## src/rtl/class_aware_box_suppression_defines.svh

```systemverilog
// Assertion macros for the box suppression block.
// Used by the controller and the top level; no other dependencies.
`ifndef CLASS_AWARE_BOX_SUPPRESSION_DEFINES_SVH
`define CLASS_AWARE_BOX_SUPPRESSION_DEFINES_SVH
`ifndef SYNTH
`define CABS_ASSERT(label, clk, rst_n, prop, msg) \
	label: assert property (@(posedge clk) disable iff (!rst_n) prop) else $error(msg);
`define CABS_ASSERT_NR(label, clk, prop, msg) \
	label: assert property (@(posedge clk) prop) else $error(msg);
`else
`define CABS_ASSERT(label, clk, rst_n, prop, msg)
`define CABS_ASSERT_NR(label, clk, prop, msg)
`endif
`endif

```

## src/rtl/cabs_pkg.sv

```systemverilog
// Shared types and constants for the box suppression block.
// No dependencies.
package cabs_pkg;
	localparam int unsigned SCORE_BITS = 16;
	localparam int unsigned FIELD_BITS = 16;
	localparam int unsigned CLS_PORT_BITS = 8;
	localparam logic [15:0] IOU_THR_RESET = 16'd29491;

	// datapath operations
	typedef enum logic [3:0] {
		OP_NONE,
		OP_LOAD,     // latch arriving box
		OP_SCAN,     // read entry at index for insertion search
		OP_SHIFT_RD, // read entry k-1
		OP_SHIFT_WR, // write read entry to k
		OP_INSERT,   // write new box at position
		OP_RD_I,     // read candidate i
		OP_RD_J,     // read reference j
		OP_IOU1,     // stage 1 of overlap test
		OP_IOU2,     // stage 2 of overlap test
		OP_MARK,     // write kept mark for i
		OP_EMIT_RD   // read entry for output
	} dp_op_t;

	typedef struct packed {
		dp_op_t     op;
		logic [6:0] idx;
		logic       keep;
	} dp_cmd_t;

	typedef struct packed {
		logic score_ge;   // stored score >= new score
		logic same_class; // class of i equals class of j
		logic ref_kept;   // mark of j
		logic suppress;   // overlap exceeds threshold
		logic cur_kept;   // mark of entry just read for emit
		logic new_zero;   // latched box has zero score
	} dp_stat_t;
endpackage

```

## src/rtl/cabs_ctrl.sv

```systemverilog
// Controller: insertion walk, suppression loops and result sequencing.
// Depends on cabs_pkg and the assertion macro header.
`include "class_aware_box_suppression_defines.svh"
module cabs_ctrl #(
	parameter int unsigned MAX_BOXES = 64
) (
	input  logic               clk,
	input  logic               arst_n,
	input  logic               start,
	input  logic               final_in,
	input  logic [15:0]        in_score,
	output logic               busy,
	output cabs_pkg::dp_cmd_t  cmd,
	input  cabs_pkg::dp_stat_t stat,
	output logic               res_valid,
	output logic               res_last,
	output logic               res_none,
	output logic               res_ovf
);
	import cabs_pkg::*;
	localparam int unsigned CNTW = $clog2(MAX_BOXES + 1);

	localparam logic [3:0] S_IDLE = 4'd0, S_SCAN = 4'd1, S_SCANW = 4'd2,
		S_SRD = 4'd3, S_SWAIT = 4'd4, S_SWR = 4'd5, S_INS = 4'd6,
		S_RDI = 4'd7, S_RDJ = 4'd8, S_CHK = 4'd9, S_I1 = 4'd10,
		S_I2 = 4'd11, S_DEC = 4'd12, S_MARK = 4'd13, S_EMIT = 4'd14,
		S_EOUT = 4'd15;

	logic [3:0]      state_q;
	logic [CNTW-1:0] cnt_q, i_q, j_q, pos_q, k_q, kept_q, emitted_q;
	logic            ovf_q, fin_q, keep_q, zero_q, iou_done_q;

	assign busy = (state_q != S_IDLE);

	// command decode
	always_comb begin
		cmd.op = OP_NONE;
		cmd.idx = '0;
		cmd.keep = keep_q;
		unique case (state_q)
			S_IDLE:  begin cmd.op = start ? OP_LOAD : OP_NONE; end
			S_SCAN:  begin cmd.op = OP_SCAN; cmd.idx = 7'(pos_q); end
			S_SCANW: begin cmd.op = OP_NONE; cmd.idx = 7'(pos_q); end
			S_SRD:   begin cmd.op = OP_SHIFT_RD; cmd.idx = 7'(k_q - 1'b1); end
			S_SWAIT: begin cmd.op = OP_NONE; cmd.idx = 7'(k_q - 1'b1); end
			S_SWR:   begin cmd.op = OP_SHIFT_WR; cmd.idx = 7'(k_q); end
			S_INS:   begin cmd.op = OP_INSERT; cmd.idx = 7'(pos_q); end
			S_RDI:   begin cmd.op = OP_RD_I; cmd.idx = 7'(i_q); end
			S_RDJ:   begin cmd.op = OP_RD_J; cmd.idx = 7'(j_q); end
			S_CHK:   begin cmd.op = OP_NONE; cmd.idx = 7'(j_q); end
			S_I1:    begin cmd.op = OP_IOU1; cmd.idx = 7'(j_q); end
			S_I2:    begin cmd.op = OP_IOU2; cmd.idx = 7'(j_q); end
			S_DEC:   begin cmd.op = OP_NONE; cmd.idx = 7'(j_q); end
			S_MARK:  begin cmd.op = OP_MARK; cmd.idx = 7'(i_q); end
			S_EMIT:  begin cmd.op = OP_EMIT_RD; cmd.idx = 7'(i_q); end
			S_EOUT:  begin cmd.op = OP_NONE; cmd.idx = 7'(i_q); end
			default: begin cmd.op = OP_NONE; end
		endcase
	end

	// results: strobe on S_EOUT when mark set, or the none-kept result
	logic emit_now, none_now;
	assign emit_now = (state_q == S_EOUT) && stat.cur_kept && (kept_q != '0);
	assign none_now = (state_q == S_EOUT) && (kept_q == '0);
	assign res_valid = emit_now || none_now;
	assign res_none  = none_now;
	assign res_last  = none_now || (emit_now && (emitted_q + 1'b1 == kept_q));
	assign res_ovf   = ovf_q;

	always_ff @(posedge clk or negedge arst_n) begin
		if (!arst_n) begin
			state_q <= S_IDLE;
			cnt_q <= '0; i_q <= '0; j_q <= '0; pos_q <= '0; k_q <= '0;
			kept_q <= '0; emitted_q <= '0;
			ovf_q <= 1'b0; fin_q <= 1'b0; keep_q <= 1'b0; zero_q <= 1'b0;
			iou_done_q <= 1'b0;
		end else begin
			unique case (state_q)
				S_IDLE: begin
					if (start) begin
						fin_q  <= final_in;
						zero_q <= (in_score == '0);
						pos_q  <= '0;
						state_q <= S_SCAN;
					end
				end
				S_SCAN: begin
					// decide drop / overflow before walking
					priority if (zero_q) begin
						state_q <= fin_q ? S_RDI : S_IDLE;
						i_q <= '0; kept_q <= '0;
					end else if (cnt_q == CNTW'(MAX_BOXES)) begin
						ovf_q <= 1'b1;
						state_q <= fin_q ? S_RDI : S_IDLE;
						i_q <= '0; kept_q <= '0;
					end else if (pos_q == cnt_q) begin
						k_q <= cnt_q;
						state_q <= S_INS;
					end else begin
						state_q <= S_SCANW;
					end
				end
				S_SCANW: begin
					if (stat.score_ge) begin
						pos_q <= pos_q + 1'b1;
						state_q <= S_SCAN;
					end else begin
						k_q <= cnt_q;
						state_q <= (cnt_q == pos_q) ? S_INS : S_SRD;
					end
				end
				S_SRD:   state_q <= S_SWAIT;
				S_SWAIT: state_q <= S_SWR;
				S_SWR: begin
					k_q <= k_q - 1'b1;
					state_q <= (k_q - 1'b1 == pos_q) ? S_INS : S_SRD;
				end
				S_INS: begin
					cnt_q <= cnt_q + 1'b1;
					i_q <= '0; kept_q <= '0;
					state_q <= fin_q ? S_RDI : S_IDLE;
				end
				S_RDI: begin
					if (i_q == cnt_q) begin
						i_q <= '0; emitted_q <= '0;
						state_q <= S_EMIT;
					end else begin
						j_q <= '0; keep_q <= 1'b1;
						state_q <= (i_q == '0) ? S_MARK : S_RDJ;
					end
				end
				S_RDJ: state_q <= S_CHK;
				S_CHK: begin
					// candidate ready; stats for j visible now
					if (stat.ref_kept && stat.same_class) begin
						state_q <= S_I1;
					end else begin
						state_q <= S_DEC;
					end
				end
				S_I1: state_q <= S_I2;
				S_I2: begin
					iou_done_q <= 1'b1;
					state_q <= S_DEC;
				end
				S_DEC: begin
					// overlap result only counts when the pair was tested
					iou_done_q <= 1'b0;
					if (iou_done_q && stat.suppress) begin
						keep_q <= 1'b0;
						state_q <= S_MARK;
					end else if (j_q + 1'b1 == i_q) begin
						state_q <= S_MARK;
					end else begin
						j_q <= j_q + 1'b1;
						state_q <= S_RDJ;
					end
				end
				S_MARK: begin
					if (keep_q) kept_q <= kept_q + 1'b1;
					i_q <= i_q + 1'b1;
					state_q <= S_RDI;
				end
				S_EMIT: state_q <= S_EOUT;
				S_EOUT: begin
					if (emit_now) emitted_q <= emitted_q + 1'b1;
					if (res_last || (i_q + 1'b1 >= cnt_q) ) begin
						state_q <= S_IDLE;
						cnt_q <= '0; ovf_q <= 1'b0; kept_q <= '0;
					end else begin
						i_q <= i_q + 1'b1;
						state_q <= S_EMIT;
					end
				end
				default: state_q <= S_IDLE;
			endcase
		end
	end

	`CABS_ASSERT(a_cnt_cap, clk, arst_n, cnt_q <= CNTW'(MAX_BOXES), "box count beyond capacity")
	`CABS_ASSERT(a_res_busy, clk, arst_n, res_valid |-> busy, "result while idle")
	`CABS_ASSERT(a_last_idle, clk, arst_n, res_last |=> !busy, "not idle after last result")
	`CABS_ASSERT(a_kept_cnt, clk, arst_n, kept_q <= cnt_q, "kept count above box count")
endmodule

```

## config.mk

```make
export PLATFORM = sky130hd
export DESIGN_NAME = cabs_ctrl
export DESIGN_NICKNAME = d
export VERILOG_FILES = /design/src/rtl/cabs_pkg.sv /design/src/rtl/cabs_ctrl.sv
export VERILOG_INCLUDE_DIRS = /design/src /design/src/rtl
export SDC_FILE = /design/constraint.sdc
export NUM_CORES = 1
export LEC_CHECK = 0
export CAP_MARGIN = 20
export CORE_MARGIN = 4
export CORE_UTILIZATION = 31
export DETAILED_ROUTE_END_ITERATION = 10
export DONT_BUFFER_PORTS = 1
export SETUP_SLACK_MARGIN = 0.02
export SYNTH_ARGS = -nofsm -noshare
export SYNTH_HDL_FRONTEND = slang
export SYNTH_SLANG_ARGS = --single-unit
```

## constraint.sdc

```tcl
create_clock -name clk -period 7.65 [get_ports clk]
set_input_delay 0.3825 -clock clk [delete_from_list [all_inputs] [get_ports clk]]
set_output_delay 0.3825 -clock clk [all_outputs]
set_load 0.01 [all_outputs]
```

==> out/results.tsv <==
metric	value	unit
ys_types	74	
multi_input_area	2920	um2
hold_slack	0.192	ns
worstSetupPathType	reg -> reg	
ys_ff_latch	58	
antenna_found_initial	1	
setup_viol	0	
postRouteAntennaNets	0	
critPathMaxFanout	9	
slew_violations	0	
clock_sinks	58	
ys_async_sr_fraction	1.00	
pin_count	43	
synth_area	4640	um2
whs_endpoint	pos_q[0]	
fin_skew	0.00687	ns
worst_pin_slew	0.972	ns
fin_area	5040	um2
fin_crit_sh	0.468	
place_area	4730	um2
synth-xor-area-share	0.126	
required	7.86	ns
irDropWorstVdd	0.142	mV
final_common_cell	dfrtp_1	
drt-initial-drc-count	407	
drtPass1Iterations	6	
htreeDepth	3	
startpoint_type	flip-flop	
cts.hold.buffers_added	2	
relSlewSlack	0.344	
synth_top_family_by_area	simple AND/OR/NAND/NOR gates	
post-route-drc-count	0	
fillers	1463	
synthAdderAreaFrac	0.0458	
reg2reg_depth	10	
clk_latency	0.33	ns
wl_per_cell	18.1	um
grt_usage	0.158	
rrSetupSlack	4.07	ns
gp_congestion	0.908	
rsz0062_at_grt	no	
fp.dieH	130	um
synth_ff_type	dfrtp_1	
hpwl	9650	um
hold_viol	0	
rr_endpoint	i_q[0]	
cts_buffers	9	
tns	0	ns
row_count	44	
viasPerCell	5.82	
maxCapViolations	0	
seq_area	1450	um2
reg2reg_from	i_q[0]	
endpoint_kind	flip-flop	
post-cts-setup-buffer-count	0	
core	14600	um2
area_delta_synth_final	8.63	%
syn_nets	595	
min-delay-start	stat[5]	
clk_pin_slew	0.05	ns
drt_wl_total	13000	um
synthSimpleGateAreaFrac	0.222	
synth_compound_area_frac	0.195	
max_freq	0.279	GHz
vias	4181	
grt_pass1_vias	4018	
numPortBuffers	0	
final_cell_mix	58 x dfrtp_1, 52 x nand2_1, 43 x nor2_1, 35 x o21ai_0	
synth.area.mux_share	0.0407	
grt_pass1_wl	21100	um
syn_inst	552	
cts_buffer_depth	2	
drive_gt1_frac	0.0618	
finalCriticalPeriod	3.58	ns
hold_depth	2	
hp-class	in -> reg	
cts_root_buffer	clkbuf_16	
grt_max_degree	59	
leakagePower	2.13	nW
nNetsFinal	575	
fp.dieArea	17000	um2
syn_area_per_cell	8.40	um2
cts_resized	0	
overflow	0	
synth_edf_count	0	
start_util	0.318	
die_w	130	um
cts_tree	built	
cellPowerDensity	366	nW/um2
status	finished, final reports clean	
ys.warnings.count	0	
cp.arrival	3.80	ns
yosysSeqAreaShare	0.313	
[cells by family after synthesis]
logic type	after synthesis
adders and majority gates	17
and+or+nand+nor	204
AOI/OAI and AO/OA	126
DFF	58
muxes	18
xor gates and xnor gates	62
buffers and inverters	67
[state kept, by name (all words and copies together) (netlist names)]
signal,flops
cnt_q,7
emitted_q,7
fin_q,1
i_q,7
iou_done_q,1
j_q,7
k_q,7
keep_q,1
kept_q,7
pos_q,7
res_ovf,1
state_q,4
zero_q,1
[synthesized netlist by cell type, drive strengths merged, types with 4 or more instances]
| master | n | area (um2) |
|---|---|---|
| a222oi | 6 | 60.1 |
| dfrtp | 58 | 1450 |
| nor4 | 13 | 81.3 |
| a21oi | 26 | 134 |
| and3 | 10 | 62.6 |
| o2bb2ai | 4 | 35.0 |
| a22oi | 7 | 57.6 |
| o21ai | 36 | 180 |
| xor2 | 28 | 245 |
| inv | 31 | 116 |
| buf | 7 | 41.3 |
| clkbuf | 29 | 109 |
| xnor2 | 31 | 272 |
| nor2b | 4 | 25.0 |
| or3 | 6 | 43.8 |
| a211oi | 4 | 42.5 |
| nor2 | 44 | 168 |
| a31oi | 7 | 58.8 |
| nand4 | 10 | 62.6 |
| mux2 | 4 | 48.8 |
| nand2b | 6 | 37.5 |
| mux2i | 14 | 140 |
| nor3 | 14 | 70.1 |
| nand3 | 29 | 150 |
| nand2 | 52 | 195 |
| ha | 17 | 213 |
[stage by stage]
| stage | setup slack, ns | total power [W] | instances | utilization |
|---|---|---|---|---|
| finish | 4.07 | 0.00185 | 719 | 0.345 |
| global route | 3.79 | 0.00198 | 718 | 0.345 |
| CTS | 4.00 | 0.00185 | 717 | 0.345 |
| detailed placement | 4.02 | 0.00146 | 702 | 0.325 |
| global placement | 4.14 | 0.00144 | 702 | 0.325 |
| floorplan | 4.81 | 0.00126 | 552 | - |
[final cells by class]
type                            count  share of cell area
Inverter                           31              0.0231
Clock buffer                       13              0.0516
Antenna cell                        1            0.000497
Timing Repair Buffer                5              0.0114
Tap cell                          184              0.0457
Multi-Input combinational cell    427               0.580
Sequential cell                    58               0.288
[metal layers]
layer	track usage	vias up	part of all wire
met3	0.0381	33	0.063
met5	0	-	0.0010
met1	0.208	2034	0.43
met2	0.250	162	0.49
li1	-	1950	-
met4	0.0659	2	0.023
[where the power goes]
group	switching, W	internal, W	total (W)
Sequential	0.000204	0.000387	0.000591
Clock	0.000133	0.000231	0.000364
Combinational	0.000533	0.000358	0.000890
[worst max-delay path: stages (launching register included)]
cell	delay (ns)
dfrtp_1	0.54
ha_1	0.25
nand3_1	0.14
nor3_1	0.23
xnor2_1	0.13
ha_1	0.32
nand4_1	0.09
o311ai_0	0.85
a311oi_2	0.19
a31oi_4	0.39
mux2_4	0.33
[how the worst max path moves through the flow]
stage | from | endpoint | slack, ns | depth (start not counted)
floorplan | i_q[2] | i_q[0] | 4.81 | 10
global placement | i_q[1] | i_q[0] | 4.14 | 10
detailed placement | i_q[1] | i_q[0] | 4.02 | 10
CTS | i_q[1] | i_q[0] | 4.00 | 10
global route | i_q[0] | kept_q[0] | 3.79 | 10
finish | i_q[0] | i_q[0] | 4.07 | 10
(Power assumes the default switching activity.)
